[src/rtl/gop_boundary_tracker_assert.svh]
// Assertion macros for the GOP boundary tracker.
// Every macro samples on aclk and is held off while aresetn is low.
`ifndef GOP_BOUNDARY_TRACKER_ASSERT_SVH
`define GOP_BOUNDARY_TRACKER_ASSERT_SVH

// The consequent must hold in the same cycle as the antecedent.
`define GBT_ASSERT_SAME(label, ante, cons, msg) \
    label: assert property (@(posedge aclk) disable iff (!aresetn) (ante) |-> (cons)) \
        else $error(msg);

// The consequent must hold in the cycle after the antecedent.
`define GBT_ASSERT_NEXT(label, ante, cons, msg) \
    label: assert property (@(posedge aclk) disable iff (!aresetn) (ante) |=> (cons)) \
        else $error(msg);

`endif

[src/rtl/gbt_pkg.sv]
// ----------------------------------------------------------------------------
// gbt_pkg
// Types, field widths, codes and helper functions shared by the GOP boundary
// tracker modules.
// ----------------------------------------------------------------------------
package gbt_pkg;

    localparam int TIME_W      = 40;
    localparam int SIZE_W      = 32;
    localparam int STREAM_W    = 8;
    localparam int KIND_W      = 3;
    localparam int GROUP_W     = 24;
    localparam int COUNT_W     = 32;
    localparam int BYTES_W     = 48;
    localparam int FLAG_W      = 4;
    localparam int QUEUE_DEPTH = 2;

    // Request codes.
    localparam logic REQ_SAMPLE = 1'b0;
    localparam logic REQ_FINISH = 1'b1;

    // Record codes.
    localparam logic REC_GROUP  = 1'b0;
    localparam logic REC_TOTALS = 1'b1;

    // Frame type codes.
    localparam logic [KIND_W-1:0] KIND_UNKNOWN = 3'd0;
    localparam logic [KIND_W-1:0] KIND_I       = 3'd1;
    localparam logic [KIND_W-1:0] KIND_SI      = 3'd2;
    localparam logic [KIND_W-1:0] KIND_P       = 3'd3;
    localparam logic [KIND_W-1:0] KIND_SP      = 3'd4;
    localparam logic [KIND_W-1:0] KIND_B       = 3'd5;
    localparam logic [KIND_W-1:0] KIND_BI      = 3'd6;
    localparam logic [KIND_W-1:0] KIND_RSVD    = 3'd7;

    // Bit positions in flag_bits.
    localparam int FLAG_CLOSED   = 0;
    localparam int FLAG_COMPLETE = 1;
    localparam int FLAG_KNOWN    = 2;
    localparam int FLAG_LAST     = 3;

    typedef enum logic [1:0] {
        CLS_INTRA,
        CLS_PRED,
        CLS_BIDIR,
        CLS_UNKNOWN
    } gbt_cls_t;

    typedef enum logic [1:0] {
        BK_IDLE,
        BK_DIVIDE,
        BK_TOTALS
    } gbt_back_state_t;

    typedef struct packed {
        logic                req_type;
        logic [STREAM_W-1:0] stream_id;
        logic [TIME_W-1:0]   time_stamp;
        logic                time_valid;
        logic [SIZE_W-1:0]   frame_bytes;
        logic [KIND_W-1:0]   frame_kind;
        logic                key_flag;
    } gbt_in_t;

    typedef struct packed {
        logic               rec_kind;
        logic [GROUP_W-1:0] group_number;
        logic [TIME_W-1:0]  start_time;
        logic [TIME_W-1:0]  end_time;
        logic [COUNT_W-1:0] frames_seen;
        logic [BYTES_W-1:0] bytes_seen;
        logic [COUNT_W-1:0] intra_count;
        logic [COUNT_W-1:0] pred_count;
        logic [COUNT_W-1:0] bidir_count;
        logic [SIZE_W-1:0]  largest_frame;
        logic [SIZE_W-1:0]  largest_intra;
        logic [FLAG_W-1:0]  flag_bits;
    } gbt_out_t;

    // One classified command passed from the front end to the back end.
    // For a finish command the time field carries the last clamped time.
    typedef struct packed {
        logic              is_finish;
        logic [TIME_W-1:0] time_val;
        logic [SIZE_W-1:0] size;
        gbt_cls_t          cls;
        logic              kind_known;
        logic              key;
    } gbt_cmd_t;

    function automatic logic [COUNT_W-1:0] sat_inc(input logic [COUNT_W-1:0] v);
        return (&v) ? v : v + 1'b1;
    endfunction

    function automatic logic [BYTES_W-1:0] sat_add_bytes(input logic [BYTES_W-1:0] v,
                                                         input logic [SIZE_W-1:0]  d);
        logic [BYTES_W:0] s;
        s = {1'b0, v} + {{(BYTES_W + 1 - SIZE_W){1'b0}}, d};
        return s[BYTES_W] ? {BYTES_W{1'b1}} : s[BYTES_W-1:0];
    endfunction

endpackage

[src/rtl/gbt_front.sv]
// ----------------------------------------------------------------------------
// gbt_front
// Accepts request beats, keeps timestamps monotonic, locks onto the first
// stream and classifies frames into commands for the back end.
// ----------------------------------------------------------------------------
module gbt_front
    import gbt_pkg::*;
(
    input  logic     aclk,
    input  logic     aresetn,
    input  logic     s_valid,
    output logic     s_ready,
    input  gbt_in_t  s_data,
    output logic     q_push,
    output gbt_cmd_t q_data,
    input  logic     q_full
);

    logic                done_reg, done_next;
    logic                locked_reg, locked_next;
    logic [STREAM_W-1:0] tracked_reg, tracked_next;
    logic [TIME_W-1:0]   prev_time_reg, prev_time_next;

    logic [TIME_W-1:0]   t_in;
    logic [TIME_W-1:0]   t_clamped;
    logic [KIND_W-1:0]   kind_eff;
    gbt_cls_t            cls;
    logic                stream_match;
    logic                accept;
    logic                is_finish;

    assign s_ready   = !q_full;
    assign accept    = s_valid && s_ready;
    assign is_finish = (s_data.req_type == REQ_FINISH);

    // The previous time resets to zero, so a missing time before any sample
    // reads as zero and the clamp never raises the first time.
    always_comb begin
        t_in      = s_data.time_valid ? s_data.time_stamp : prev_time_reg;
        t_clamped = (t_in < prev_time_reg) ? prev_time_reg : t_in;
    end

    always_comb begin
        kind_eff = (s_data.frame_kind == KIND_RSVD) ? KIND_UNKNOWN : s_data.frame_kind;
        if (s_data.key_flag && (kind_eff == KIND_UNKNOWN)) begin
            kind_eff = KIND_I;
        end
        case (kind_eff) inside
            KIND_I, KIND_SI: cls = CLS_INTRA;
            KIND_P, KIND_SP: cls = CLS_PRED;
            KIND_B, KIND_BI: cls = CLS_BIDIR;
            default:         cls = CLS_UNKNOWN;
        endcase
    end

    assign stream_match = !locked_reg || (s_data.stream_id == tracked_reg);

    always_comb begin
        q_push             = accept && !done_reg && (is_finish || stream_match);
        q_data.is_finish   = is_finish;
        q_data.time_val    = is_finish ? prev_time_reg : t_clamped;
        q_data.size        = s_data.frame_bytes;
        q_data.cls         = cls;
        q_data.kind_known  = (kind_eff != KIND_UNKNOWN);
        q_data.key         = s_data.key_flag;
    end

    always_comb begin
        done_next      = done_reg;
        locked_next    = locked_reg;
        tracked_next   = tracked_reg;
        prev_time_next = prev_time_reg;
        if (accept && !done_reg) begin
            if (is_finish) begin
                done_next = 1'b1;
            end else begin
                prev_time_next = t_clamped;
                if (!locked_reg) begin
                    locked_next  = 1'b1;
                    tracked_next = s_data.stream_id;
                end
            end
        end
    end

    always_ff @(posedge aclk) begin
        if (!aresetn) begin
            done_reg      <= 1'b0;
            locked_reg    <= 1'b0;
            tracked_reg   <= '0;
            prev_time_reg <= '0;
        end else begin
            done_reg      <= done_next;
            locked_reg    <= locked_next;
            tracked_reg   <= tracked_next;
            prev_time_reg <= prev_time_next;
        end
    end

endmodule

[src/rtl/gbt_fifo.sv]
// ----------------------------------------------------------------------------
// gbt_fifo
// Short command queue between the front end and the back end.
// ----------------------------------------------------------------------------
module gbt_fifo
    import gbt_pkg::*;
(
    input  logic     aclk,
    input  logic     aresetn,
    input  logic     push,
    input  gbt_cmd_t push_data,
    output logic     full,
    input  logic     pop,
    output gbt_cmd_t pop_data,
    output logic     not_empty
);

    localparam int PTR_W = (QUEUE_DEPTH > 1) ? $clog2(QUEUE_DEPTH) : 1;
    localparam int CNT_W = $clog2(QUEUE_DEPTH + 1);

    gbt_cmd_t         entry_reg [QUEUE_DEPTH];
    logic [PTR_W-1:0] wr_ptr_reg;
    logic [PTR_W-1:0] rd_ptr_reg;
    logic [CNT_W-1:0] count_reg;
    logic             do_push;
    logic             do_pop;

    assign full      = (count_reg == CNT_W'(QUEUE_DEPTH));
    assign not_empty = (count_reg != '0);
    assign pop_data  = entry_reg[rd_ptr_reg];
    assign do_push   = push && !full;
    assign do_pop    = pop && not_empty;

    function automatic logic [PTR_W-1:0] ptr_inc(input logic [PTR_W-1:0] p);
        return (p == PTR_W'(QUEUE_DEPTH - 1)) ? '0 : p + 1'b1;
    endfunction

    always_ff @(posedge aclk) begin
        if (!aresetn) begin
            wr_ptr_reg <= '0;
            rd_ptr_reg <= '0;
            count_reg  <= '0;
        end else begin
            if (do_push) begin
                wr_ptr_reg <= ptr_inc(wr_ptr_reg);
            end
            if (do_pop) begin
                rd_ptr_reg <= ptr_inc(rd_ptr_reg);
            end
            if (do_push && !do_pop) begin
                count_reg <= count_reg + 1'b1;
            end else if (do_pop && !do_push) begin
                count_reg <= count_reg - 1'b1;
            end
        end
    end

    always_ff @(posedge aclk) begin
        if (do_push) begin
            entry_reg[wr_ptr_reg] <= push_data;
        end
    end

endmodule

[src/rtl/gbt_div.sv]
// ----------------------------------------------------------------------------
// gbt_div
// Bit-serial restoring divider, one quotient bit per cycle.
// ----------------------------------------------------------------------------
module gbt_div
    import gbt_pkg::*;
(
    input  logic               aclk,
    input  logic               aresetn,
    input  logic               start,
    input  logic [TIME_W-1:0]  dividend,
    input  logic [COUNT_W-1:0] divisor,
    output logic               done,
    output logic [TIME_W-1:0]  quotient
);

    localparam int CNT_W = $clog2(TIME_W + 1);

    logic [TIME_W-1:0]  quot_reg;
    logic [COUNT_W-1:0] rem_reg;
    logic [COUNT_W-1:0] div_reg;
    logic [CNT_W-1:0]   cnt_reg;
    logic               busy_reg;
    logic               done_reg;
    logic [COUNT_W:0]   trial;
    logic [COUNT_W:0]   diff;
    logic               fits;

    // The remainder stays below the divisor, so the shifted trial value
    // needs one bit more than the divisor.
    always_comb begin
        trial = {rem_reg, quot_reg[TIME_W-1]};
        diff  = trial - {1'b0, div_reg};
        fits  = (trial >= {1'b0, div_reg});
    end

    assign done     = done_reg;
    assign quotient = quot_reg;

    always_ff @(posedge aclk) begin
        if (!aresetn) begin
            busy_reg <= 1'b0;
            done_reg <= 1'b0;
            cnt_reg  <= '0;
        end else if (start) begin
            busy_reg <= 1'b1;
            done_reg <= 1'b0;
            cnt_reg  <= '0;
        end else if (busy_reg) begin
            cnt_reg <= cnt_reg + 1'b1;
            if (cnt_reg == CNT_W'(TIME_W - 1)) begin
                busy_reg <= 1'b0;
                done_reg <= 1'b1;
            end
        end
    end

    always_ff @(posedge aclk) begin
        if (start) begin
            quot_reg <= dividend;
            rem_reg  <= '0;
            div_reg  <= divisor;
        end else if (busy_reg) begin
            quot_reg <= {quot_reg[TIME_W-2:0], fits};
            rem_reg  <= fits ? diff[COUNT_W-1:0] : trial[COUNT_W-1:0];
        end
    end

endmodule

[src/rtl/gbt_back.sv]
// ----------------------------------------------------------------------------
// gbt_back
// Executes classified commands: keeps the open group and the stream totals,
// closes groups and drives the result register.
// ----------------------------------------------------------------------------
module gbt_back
    import gbt_pkg::*;
(
    input  logic     aclk,
    input  logic     aresetn,
    input  logic     cmd_valid,
    input  gbt_cmd_t cmd,
    output logic     cmd_pop,
    output logic     m_valid,
    input  logic     m_ready,
    output gbt_out_t m_data
);

    gbt_back_state_t    state_reg, state_next;

    // Open group.
    logic               open_reg, open_next;
    logic               closed_reg, closed_next;
    logic               known_reg, known_next;
    logic [TIME_W-1:0]  start_reg, start_next;
    logic [COUNT_W-1:0] g_frames_reg, g_frames_next;
    logic [BYTES_W-1:0] g_bytes_reg, g_bytes_next;
    logic [COUNT_W-1:0] g_intra_reg, g_intra_next;
    logic [COUNT_W-1:0] g_pred_reg, g_pred_next;
    logic [COUNT_W-1:0] g_bidir_reg, g_bidir_next;
    logic [SIZE_W-1:0]  g_largest_reg, g_largest_next;
    logic [SIZE_W-1:0]  g_lintra_reg, g_lintra_next;

    // Stream totals.
    logic [TIME_W-1:0]  first_time_reg, first_time_next;
    logic [COUNT_W-1:0] samples_reg, samples_next;
    logic [COUNT_W-1:0] t_frames_reg, t_frames_next;
    logic [BYTES_W-1:0] t_bytes_reg, t_bytes_next;
    logic [COUNT_W-1:0] t_intra_reg, t_intra_next;
    logic [COUNT_W-1:0] t_pred_reg, t_pred_next;
    logic [COUNT_W-1:0] t_bidir_reg, t_bidir_next;
    logic [GROUP_W-1:0] groups_reg, groups_next;
    logic [TIME_W-1:0]  fin_time_reg, fin_time_next;

    logic               out_valid_reg, out_valid_next;
    gbt_out_t           out_data_reg, out_data_next;

    logic               slot_free;
    logic               needs_close;
    logic               emit;
    logic               div_start;
    logic               div_done;
    logic [TIME_W-1:0]  quotient;
    logic [TIME_W-1:0]  interval;
    logic [TIME_W:0]    end_sum;
    logic [TIME_W-1:0]  grp_end;
    logic [TIME_W-1:0]  grp_end_clamped;
    logic               base_zero;
    logic [COUNT_W+1:0] known_sum;
    gbt_out_t           group_rec;
    gbt_out_t           totals_rec;

    gbt_div u_div (
        .aclk     (aclk),
        .aresetn  (aresetn),
        .start    (div_start),
        .dividend (cmd.time_val - first_time_reg),
        .divisor  (samples_reg - 1'b1),
        .done     (div_done),
        .quotient (quotient)
    );

    assign slot_free   = !out_valid_reg || m_ready;
    assign needs_close = cmd.key && open_reg;
    assign m_valid     = out_valid_reg;
    assign m_data      = out_data_reg;

    // Next state.
    always_comb begin
        state_next = state_reg;
        case (state_reg)
            BK_IDLE: begin
                if (cmd_valid && cmd.is_finish) begin
                    state_next = open_reg ? BK_DIVIDE : BK_TOTALS;
                end
            end
            BK_DIVIDE: begin
                if (div_done && slot_free) begin
                    state_next = BK_TOTALS;
                end
            end
            BK_TOTALS: begin
                if (slot_free) begin
                    state_next = BK_IDLE;
                end
            end
            default: state_next = BK_IDLE;
        endcase
    end

    // State machine outputs.
    always_comb begin
        cmd_pop   = 1'b0;
        emit      = 1'b0;
        div_start = 1'b0;
        case (state_reg)
            BK_IDLE: begin
                if (cmd_valid) begin
                    if (cmd.is_finish) begin
                        cmd_pop   = 1'b1;
                        div_start = open_reg;
                    end else if (!needs_close || slot_free) begin
                        cmd_pop = 1'b1;
                        emit    = needs_close;
                    end
                end
            end
            BK_DIVIDE: emit = div_done && slot_free;
            BK_TOTALS: emit = slot_free;
            default: begin
                cmd_pop   = 1'b0;
                emit      = 1'b0;
                div_start = 1'b0;
            end
        endcase
    end

    // End time of a closing group: the keyframe time, or for the last group
    // the last time plus the mean frame interval, saturated.
    always_comb begin
        interval        = (samples_reg > COUNT_W'(1)) ? quotient : '0;
        end_sum         = {1'b0, fin_time_reg} + {1'b0, interval};
        grp_end         = (state_reg == BK_DIVIDE)
                          ? (end_sum[TIME_W] ? {TIME_W{1'b1}} : end_sum[TIME_W-1:0])
                          : cmd.time_val;
        grp_end_clamped = (grp_end < start_reg) ? start_reg : grp_end;
    end

    always_comb begin
        group_rec.rec_kind      = REC_GROUP;
        group_rec.group_number  = groups_reg;
        group_rec.start_time    = start_reg;
        group_rec.end_time      = grp_end_clamped;
        group_rec.frames_seen   = g_frames_reg;
        group_rec.bytes_seen    = g_bytes_reg;
        group_rec.intra_count   = g_intra_reg;
        group_rec.pred_count    = g_pred_reg;
        group_rec.bidir_count   = g_bidir_reg;
        group_rec.largest_frame = g_largest_reg;
        group_rec.largest_intra = g_lintra_reg;
        group_rec.flag_bits                = '0;
        group_rec.flag_bits[FLAG_CLOSED]   = closed_reg;
        group_rec.flag_bits[FLAG_COMPLETE] = (state_reg == BK_IDLE);
        group_rec.flag_bits[FLAG_KNOWN]    = known_reg;
    end

    always_comb begin
        known_sum = {2'b00, t_intra_reg} + {2'b00, t_pred_reg} + {2'b00, t_bidir_reg};
        totals_rec.rec_kind      = REC_TOTALS;
        totals_rec.group_number  = groups_reg;
        totals_rec.start_time    = '0;
        totals_rec.end_time      = '0;
        totals_rec.frames_seen   = t_frames_reg;
        totals_rec.bytes_seen    = t_bytes_reg;
        totals_rec.intra_count   = t_intra_reg;
        totals_rec.pred_count    = t_pred_reg;
        totals_rec.bidir_count   = t_bidir_reg;
        totals_rec.largest_frame = '0;
        totals_rec.largest_intra = '0;
        totals_rec.flag_bits             = '0;
        totals_rec.flag_bits[FLAG_LAST]  = 1'b1;
        totals_rec.flag_bits[FLAG_KNOWN] =
            ({known_sum, 1'b0} > {3'b000, t_frames_reg});
    end

    // Result register.
    always_comb begin
        out_valid_next = out_valid_reg;
        out_data_next  = out_data_reg;
        if (emit) begin
            out_valid_next = 1'b1;
            out_data_next  = (state_reg == BK_TOTALS) ? totals_rec : group_rec;
        end else if (m_ready) begin
            out_valid_next = 1'b0;
        end
    end

    // Group, totals and counter updates.
    always_comb begin
        base_zero       = cmd.key || !open_reg;
        open_next       = open_reg;
        closed_next     = closed_reg;
        known_next      = known_reg;
        start_next      = start_reg;
        g_frames_next   = g_frames_reg;
        g_bytes_next    = g_bytes_reg;
        g_intra_next    = g_intra_reg;
        g_pred_next     = g_pred_reg;
        g_bidir_next    = g_bidir_reg;
        g_largest_next  = g_largest_reg;
        g_lintra_next   = g_lintra_reg;
        first_time_next = first_time_reg;
        samples_next    = samples_reg;
        t_frames_next   = t_frames_reg;
        t_bytes_next    = t_bytes_reg;
        t_intra_next    = t_intra_reg;
        t_pred_next     = t_pred_reg;
        t_bidir_next    = t_bidir_reg;
        groups_next     = groups_reg;
        fin_time_next   = fin_time_reg;

        if (emit && (state_reg != BK_TOTALS)) begin
            groups_next = (&groups_reg) ? groups_reg : groups_reg + 1'b1;
            open_next   = 1'b0;
        end

        if (cmd_pop && cmd.is_finish) begin
            fin_time_next = cmd.time_val;
        end

        if (cmd_pop && !cmd.is_finish) begin
            if (samples_reg == '0) begin
                first_time_next = cmd.time_val;
            end
            samples_next  = sat_inc(samples_reg);
            t_frames_next = sat_inc(t_frames_reg);
            t_bytes_next  = sat_add_bytes(t_bytes_reg, cmd.size);
            if (cmd.cls == CLS_INTRA) begin
                t_intra_next = sat_inc(t_intra_reg);
            end
            if (cmd.cls == CLS_PRED) begin
                t_pred_next = sat_inc(t_pred_reg);
            end
            if (cmd.cls == CLS_BIDIR) begin
                t_bidir_next = sat_inc(t_bidir_reg);
            end

            // A keyframe, or a sample with no group open, starts a fresh
            // group that this sample is the first member of.
            open_next     = 1'b1;
            start_next    = base_zero ? cmd.time_val : start_reg;
            closed_next   = cmd.key ? 1'b1 : (open_reg ? closed_reg : 1'b0);
            known_next    = (base_zero ? 1'b0 : known_reg) | cmd.kind_known;
            g_frames_next = sat_inc(base_zero ? '0 : g_frames_reg);
            g_bytes_next  = sat_add_bytes(base_zero ? '0 : g_bytes_reg, cmd.size);
            g_intra_next  = base_zero ? '0 : g_intra_reg;
            g_pred_next   = base_zero ? '0 : g_pred_reg;
            g_bidir_next  = base_zero ? '0 : g_bidir_reg;
            g_largest_next = base_zero ? '0 : g_largest_reg;
            g_lintra_next  = base_zero ? '0 : g_lintra_reg;
            if (cmd.cls == CLS_INTRA) begin
                g_intra_next = sat_inc(g_intra_next);
                if (cmd.size > g_lintra_next) begin
                    g_lintra_next = cmd.size;
                end
            end
            if (cmd.cls == CLS_PRED) begin
                g_pred_next = sat_inc(g_pred_next);
            end
            if (cmd.cls == CLS_BIDIR) begin
                g_bidir_next = sat_inc(g_bidir_next);
            end
            if (cmd.size > g_largest_next) begin
                g_largest_next = cmd.size;
            end
        end
    end

    always_ff @(posedge aclk) begin
        if (!aresetn) begin
            state_reg      <= BK_IDLE;
            open_reg       <= 1'b0;
            out_valid_reg  <= 1'b0;
            first_time_reg <= '0;
            samples_reg    <= '0;
            t_frames_reg   <= '0;
            t_bytes_reg    <= '0;
            t_intra_reg    <= '0;
            t_pred_reg     <= '0;
            t_bidir_reg    <= '0;
            groups_reg     <= '0;
        end else begin
            state_reg      <= state_next;
            open_reg       <= open_next;
            out_valid_reg  <= out_valid_next;
            first_time_reg <= first_time_next;
            samples_reg    <= samples_next;
            t_frames_reg   <= t_frames_next;
            t_bytes_reg    <= t_bytes_next;
            t_intra_reg    <= t_intra_next;
            t_pred_reg     <= t_pred_next;
            t_bidir_reg    <= t_bidir_next;
            groups_reg     <= groups_next;
        end
    end

    // Group contents are only read while a group is open, and opening one
    // loads them, so they carry no reset.
    always_ff @(posedge aclk) begin
        closed_reg    <= closed_next;
        known_reg     <= known_next;
        start_reg     <= start_next;
        g_frames_reg  <= g_frames_next;
        g_bytes_reg   <= g_bytes_next;
        g_intra_reg   <= g_intra_next;
        g_pred_reg    <= g_pred_next;
        g_bidir_reg   <= g_bidir_next;
        g_largest_reg <= g_largest_next;
        g_lintra_reg  <= g_lintra_next;
        fin_time_reg  <= fin_time_next;
        out_data_reg  <= out_data_next;
    end

endmodule

[src/rtl/gop_boundary_tracker.sv]
// A closing keyframe passes the command queue and then the result register to m_valid.
// Throughput: one frame beat per cycle while the result side keeps up.
// A finish beat with a group open waits for the bit-serial divider to find the mean frame
// interval before its group record; the totals record follows it.
// Reset: aresetn is synchronous, active low, and clears control state and totals at once.
// ----------------------------------------------------------------------------
// gop_boundary_tracker
// Tracks group-of-pictures boundaries on one stream and reports per-group
// and whole-stream frame statistics.
// ----------------------------------------------------------------------------
`include "gop_boundary_tracker_assert.svh"

module gop_boundary_tracker
    import gbt_pkg::*;
(
    input  logic     aclk,
    input  logic     aresetn,
    input  logic     s_valid,
    output logic     s_ready,
    input  gbt_in_t  s_data,
    output logic     m_valid,
    input  logic     m_ready,
    output gbt_out_t m_data
);

    // The front end takes a beat whenever the command queue has room. It
    // clamps the timestamp so that time never runs backwards, locks onto the
    // stream of the first frame beat and drops beats of other streams (their
    // timestamps still move the clamp). After a finish beat it drops every
    // further beat until reset.
    //
    // The back end pops one command per cycle while it is idle. A keyframe
    // that closes an open group also needs the result register free and waits
    // for it; every other frame is absorbed without a result. A finish command
    // starts the divider for the mean frame interval when a group is open,
    // emits that group as incomplete and then emits the stream totals.

    logic     q_push;
    logic     q_full;
    logic     q_pop;
    logic     q_not_empty;
    gbt_cmd_t q_in;
    gbt_cmd_t q_out;

    gbt_front u_front (
        .aclk    (aclk),
        .aresetn (aresetn),
        .s_valid (s_valid),
        .s_ready (s_ready),
        .s_data  (s_data),
        .q_push  (q_push),
        .q_data  (q_in),
        .q_full  (q_full)
    );

    gbt_fifo u_fifo (
        .aclk      (aclk),
        .aresetn   (aresetn),
        .push      (q_push),
        .push_data (q_in),
        .full      (q_full),
        .pop       (q_pop),
        .pop_data  (q_out),
        .not_empty (q_not_empty)
    );

    gbt_back u_back (
        .aclk      (aclk),
        .aresetn   (aresetn),
        .cmd_valid (q_not_empty),
        .cmd       (q_out),
        .cmd_pop   (q_pop),
        .m_valid   (m_valid),
        .m_ready   (m_ready),
        .m_data    (m_data)
    );

    // The front end must never push into a full queue.
    `GBT_ASSERT_SAME(a_no_push_when_full, q_push, !q_full, "command pushed into full queue")

    // The last-of-run flag marks the totals record and only that record.
    `GBT_ASSERT_SAME(a_last_flag_on_totals, m_valid,
        (m_data.rec_kind == REC_TOTALS) == m_data.flag_bits[FLAG_LAST],
        "last-of-run flag does not match record kind")

    // A group never ends before it starts.
    `GBT_ASSERT_SAME(a_group_end_order, m_valid && (m_data.rec_kind == REC_GROUP),
        m_data.end_time >= m_data.start_time, "group end time below start time")

    // Once the totals beat has gone, nothing else follows.
    `GBT_ASSERT_NEXT(a_quiet_after_totals,
        m_valid && m_ready && (m_data.rec_kind == REC_TOTALS), !m_valid,
        "result beat after the totals record")

endmodule

[config.mk]
export PLATFORM = sky130hd
export DESIGN_NAME = gop_boundary_tracker
export DESIGN_NICKNAME = d
export VERILOG_FILES = /design/src/rtl/gbt_pkg.sv /design/src/rtl/gbt_front.sv /design/src/rtl/gbt_fifo.sv /design/src/rtl/gbt_div.sv /design/src/rtl/gbt_back.sv /design/src/rtl/gop_boundary_tracker.sv
export VERILOG_INCLUDE_DIRS = /design/src /design/src/rtl
export SDC_FILE = /design/constraint.sdc
export NUM_CORES = 2
export LEC_CHECK = 0
export BUFFER_PORTS_ARGS = -buffer_cell sky130_fd_sc_hd__buf_2
export CAP_MARGIN = 5
export CORE_UTILIZATION = 29
export CTS_BUF_LIST = sky130_fd_sc_hd__clkbuf_2 sky130_fd_sc_hd__clkbuf_4 sky130_fd_sc_hd__clkbuf_8
export DETAILED_ROUTE_END_ITERATION = 10
export RECOVER_POWER = 50
export SYNTH_ARGS = -nofsm -noshare
export SYNTH_HDL_FRONTEND = slang
export SYNTH_HIERARCHICAL = 1
export SYNTH_SLANG_ARGS = --single-unit
[constraint.sdc]
create_clock -name aclk -period 36.6 [get_ports aclk]
set_clock_uncertainty 0.15 [all_clocks]
set_input_delay 3.66 -clock aclk [delete_from_list [all_inputs] [get_ports aclk]]
set_output_delay 3.66 -clock aclk [all_outputs]
set_load 0.005 [all_outputs]
Yosys cells after proc, flatten, opt, wreduce, memory -nomap -nowiden
Memories as Yosys holds them, arrays and structs flattened. A register that Yosys moved wholly into a read port is not among the register bits.
Index checks and enable logic that the tools add are counted.
{ "totals": {"mem_bits_rw": 154, "inputBits": 90, "memories": 1, "elab_cells": 241, "register_bits": 1113, "out_inout_bits": 351} }
{ "memory_table": {"columns": ["name", "depth", "word_bits", "read_ports", "rd_ports_with_merged_regs", "wr", "line_no", "source"], "rows": [
  ["u_fifo.entry_reg", 2, 77, 1, 1, 1, "gbt_fifo.sv:21", "gbt_cmd_t entry_reg [QUEUE_DEPTH];"]
]} }
{ "op_classes": {"addsub": 23, "reduce_logical": 66, "order_cmp": 7, "bitwise": 10, "n_mux": 67, "n_eq_ne": 19} }
{ "ops": {"columns": ["op", "count"], "rows": [
  ["two-way mux 32 bit", 17],
  ["two-way mux 40 bit", 9],
  ["two-way mux 349 bit", 1],
  ["adder 32 x 1 -> 32 bit (second input constant)", 9],
  ["AND reduction 32 bit", 9],
  ["adder 48 x 32 -> 49 bit", 2],
  ["two-way mux 48 bit", 2],
  ["less-than comparator 40 bit", 2],
  ["greater-than comparator 32 bit", 2],
  ["adder 40 x 40 -> 41 bit", 1],
  ["subtractor 40 bit", 1],
  ["greater-than comparator 35 x 32 -> 1 bit", 1],
  ["adder 34 x 32 -> 34 bit", 1],
  ["adder 32 x 32 -> 33 bit", 1],
  ["greater-or-equal comparator 33 x 32 -> 1 bit", 1],
  ["greater-than comparator 32 x 1 -> 1 bit (second input constant)", 1],
  ["zero test 32 bit", 1],
  ["subtractor 32 x 1 -> 32 bit (second input constant)", 1],
  ["subtractor 32 bit", 1],
  ["two-way mux 1 bit", 26],
  ["adder 24 x 1 -> 24 bit (second input constant)", 1],
  ["AND reduction 24 bit", 1],
  ["AND reduction 2 bit", 9],
  ["two-way mux 2 bit", 8],
  ["other kinds (27)", 84]
]} }

Depth between registers and ports, before layout
{ "depth": {"word_depth": 11, "mapped_depth": 33, "depth_no_buf": 29} }

By module
Netlist, hierarchy kept.
{ "by_module_without_submodules": {"columns": ["mod", "instances", "cells_per_inst", "area_each_um2"], "rows": [
  ["gbt_back", 1, 5540, 53831.6],
  ["gbt_div", 1, 575, 6085.8],
  ["gbt_fifo", 1, 265, 5916.9],
  ["gbt_front", 1, 519, 4156.5]
]} }

Worst setup path before layout
Ideal clock, no wire load.
{ "synth_timing": {"path_type": "input port to flip-flop", "from": "input port m_ready", "to": "register u_back.out_data_reg, in the netlist u_back/m_data[0] (enable)", "path_buffers": 0, "setup_slack_ns": 17.238, "stages": 2, "t_arrival_ns": 18.148, "cell_sequence": "nor2b_1 -> nor2_1"} }
{ "synth_between": {"elab_chain_len": 6, "word_cells_on_any_way": 7, "classes_between": "mux: 4; reduce/logical: 3"} }
{ "synth_lines": {"columns": ["item", "line_no", "source"], "rows": [
  ["from (decl)", "gop_boundary_tracker.sv:22", "input logic m_ready,"],
  ["logical OR 1 bit (*)", "gbt_back.sv:73", "assign slot_free = !out_valid_reg || m_ready;"],
  ["logical OR 1 bit", "gbt_back.sv:112", "end else if (!needs_close || slot_free) begin"],
  ["two-way mux 1 bit", "gbt_back.sv:112", null],
  ["two-way mux 1 bit", "gbt_back.sv:109", "if (cmd.is_finish) begin"],
  ["two-way mux 1 bit", "gbt_back.sv:108", "if (cmd_valid) begin"],
  ["one-hot mux 1 bit (3 select lines) (*)", "gbt_back.sv:106", "case (state_reg)"],
  ["net u_back.emit", "gbt_back.sv:50", "logic emit;"],
  ["to (signal assigned)", "gbt_back.sv:311", "out_data_reg <= out_data_next;"],
  ["to (decl)", "gbt_back.sv:46", "gbt_out_t out_data_reg, out_data_next;"]
]} }
Mark *: on every way through the listed nets, which the timed path passes. The rest lies on a longest branch.
A chain may end at the register's enable or synchronous reset.

==> impl_metrics.csv <==
group,metric,value,unit
cts,cts_resized,0,
cts,clk_latency,1.03,ns
die,die_area,243000,um^2
sta,tns,0,ns
synthesis,synth_area,70000,um^2
global_route,grt_remaining_overflow,0,
layout,regArea,34300,um^2
layout,nFillCells,24300,
cts,cts_tree,"done",
place,hpwlAfterDp,156000,um
cts,clock_path_buffers,3,
cts,ctsHtreeMaxLevel,4,
synthesis,synth_top_area_share,38.4,%
cts,post_cts_buffers,0,
sta,max_freq,79.6,MHz
cts,clk_pin_slew,0.06,ns
worst_setup_path,critPathCaptureType,"register",
detailed_routing,drtPass1Iterations,5,
die,die_x,493,um
global_route,grt_pass1_vias,52400,
global_route,grt_pass1_wl,322000,um
place,placed_area,75300,um^2
sta,hold_slack,0.307,ns
sta,period_needed,12.57,ns
detailed_routing,remaining_drc_errors,0,
global_route,antenna_found_initial,23,
worst_setup_path,slowest_delay,2.37,ns
sta,setup_slack,24.03,ns
global_route,grt_max_degree,93,
pwr,power.density,74.9,nW/um^2
cts,cts-hold-fix-buffers,0,
synthesis,synth_area_leader_cell,"edfxtp_1",
synthesis,synth_simple_gate_area_share,16.6,%
layout,synthToLayoutAreaGrowth,14.2,%
layout,stdcell_count,10700,
pwr,power,5.99,mW
layout,multi_input_area,32900,um^2
detailed_routing,vias,53500,
detailed_routing,detail-route-antenna-nets,0,
layout,final_common_cell,"nand2_1",
die,die-height,493,um
synthesis,syn_inst,6899,
worst_setup_path,cp.required,37.25,ns
flow_run,maxCapViolations,30,
sta,worst_pin_slew,3.99,ns
synthesis,avgSynthCellArea,10.1,um^2
sta,slew_viol_final,1527,
cts,numClockSinks,1267,
layout,drive_above_1_share,11.9,%
worst_setup_path,crit_path_start_kind,"register",
synthesis,synthXorXnorAreaFrac,6.18,%
sta,final-hold-violation-count,0,
worst_setup_path,critical_path_arrival,13.21,ns
synthesis,synth_top_family_by_area,"simple AND/OR/NAND/NOR gates",
status,violations,"capacitance limit, slew limit",
hold_path,hp-class,"register to register",
layout,final_core_util,33.5,%
die,fp.coreArea,239000,um^2
layout,largest_register_ffs,348,
status,status,"finished with violations",
global_route,grt_use_total,17.2,%
synthesis,yosys_warnings,6,
synthesis,synth_mux_area_share,4.32,%
place,portBuffers,440,
pwr,leakagePower,30.4,nW
layout,layout_common_cells,"971 x nand2_1, 896 x edfxtp_1, 540 x nor2_1",
die,ios,441,
worst_setup_path,crit_path_cell_trace,"clkbuf_1 > mux2_1 > and3_2 > clkbuf_1 > and2_0 > clkbuf_1 > nand2b_1 > inv_1 > a32oi_1 > o41ai_1",
detailed_routing,drtIter0Drc,4134,
synthesis,synthAdderAreaFrac,8.13,%
synthesis,synth_cell_types,111,
worst_setup_path,crit_family,"buffers and inverters",
sta,maxSlewHeadroom,-166,%
sta,setup_violations,0,
sta,rsz0062_at_grt,"no",
detailed_routing,wl,215000,um
synthesis,ys_ff_latch,1267,
place,dp.cells,10300,
worst_setup_path,path_common_cell,"clkbuf_1",
cts,cts_made_buffers,227,
die,initial_utilization,29.3,%
synthesis,async_flop_share,0,%
layout,fin_area,80000,um^2
place,place.gp.congestion,0.909,
cts,clock-root-buffer,"clkbuf_8",
synthesis,synth_fp_nets,7421,
worst_setup_path,crit_buf_inv,4,
worst_setup_path,crit_path_top_delay_cell,"and2_0",
worst_setup_path,crit_fanout,57,
synthesis,ys.flop_type,"edfxtp_1",
synthesis,synth_edf_count,896,
synthesis,yosysSeqAreaShare,49.1,%
die,rows,179,
detailed_routing,avgViaCountPerCell,5.00,
layout,nNetsFinal,7843,
place,pre_cts_ws,26.98,ns
sta,min_period_over_period,34.3,%
detailed_routing,avgRoutedWirePerCell,20.1,um
synthesis,synthTopCellsByArea,"edfxtp_1 38%, dfxtp_1 11%, ha_1 7.0%",
synthesis,synth_compound_area_share,11.9,%
worst_setup_path,criticalPathCategory,"register to register",
pwr,ir_drop,0.0000392,V
-- metal layers --
layer	wire length (um)	part of all wire (%)	vias up	GRT usage, %
met4	9250	4.3	4	8.05
li1	-	-	25600	-
met1	99500	46	25800	23.8
met3	13300	6.2	361	3.04
met2	93200	43	1732	26.1
met5	25	0.012	-	0
-- power breakdown --
part	internal (mW)	switching [mW]	total [mW]	leakage [nW]
registers	2.00	0.184	2.18	11.3
clock network	0.826	0.657	1.48	2.67
logic	0.836	1.48	2.32	16.4
-- kinds of logic after synthesis --
kind of cell / after synthesis
AOI/OAI and AO/OA: 1324
xor gates and xnor gates: 494
adders and majority gates: 432
buffers and inverters: 638
DFF: 1267
muxes: 270
and+or+nand+nor: 2474
-- synth_stat cells, types with 38 or more instances --
cell        n
a211oi_1  123
a21o_1    129
a21oi_1   387
a31oi_1    66
and2_1    159
and3_1    109
buf_4      41
clkbuf_1  201
dfxtp_1   371
edfxtp_1  896
fa_1       38
ha_1      394
inv_1     335
mux2_2    124
mux2i_1   106
nand2_1   970
nand2b_1   40
nand3_1   189
nand4_1   110
nor2_1    540
nor2b_1    83
nor3_1     69
o21a_1     47
o21ai_0   340
or3_1      66
xnor2_1   243
xor2_1    251
-- worst min-delay path: cells and delay by family, from the launching register on --
| family | cells | cell delay [ns] |
|---|---|---|
| AOI/OAI and AO/OA | 1 | 0.05 |
| DFF | 1 | 0.31 |
| and+or+nand+nor | 1 | 0.05 |
-- worst paths after layout --
kind                                  start                   endpoint  slack, ns  cells after the start
hold reg to reg   u_back/first_time_reg[12]  u_back/first_time_reg[12]       0.31                      2
hold / removal    u_back/first_time_reg[12]  u_back/first_time_reg[12]       0.31                      2
setup / recovery                   register   u_back/u_div/rem_reg[22]      24.03                     10
setup reg to reg                   register   u_back/u_div/rem_reg[22]      24.03                     10
-- layout make-up --
type                       count  area share [%]
multi-input combinational   4994            41.2
inverter                     338            1.59
tap                         3167            4.96
clock buffer                 318            4.92
antenna                       16          0.0501
timing repair buffer         493            2.92
sequential                  1267            42.9
clock inverter               112            1.44
Power figures use the tool's default switching activity.
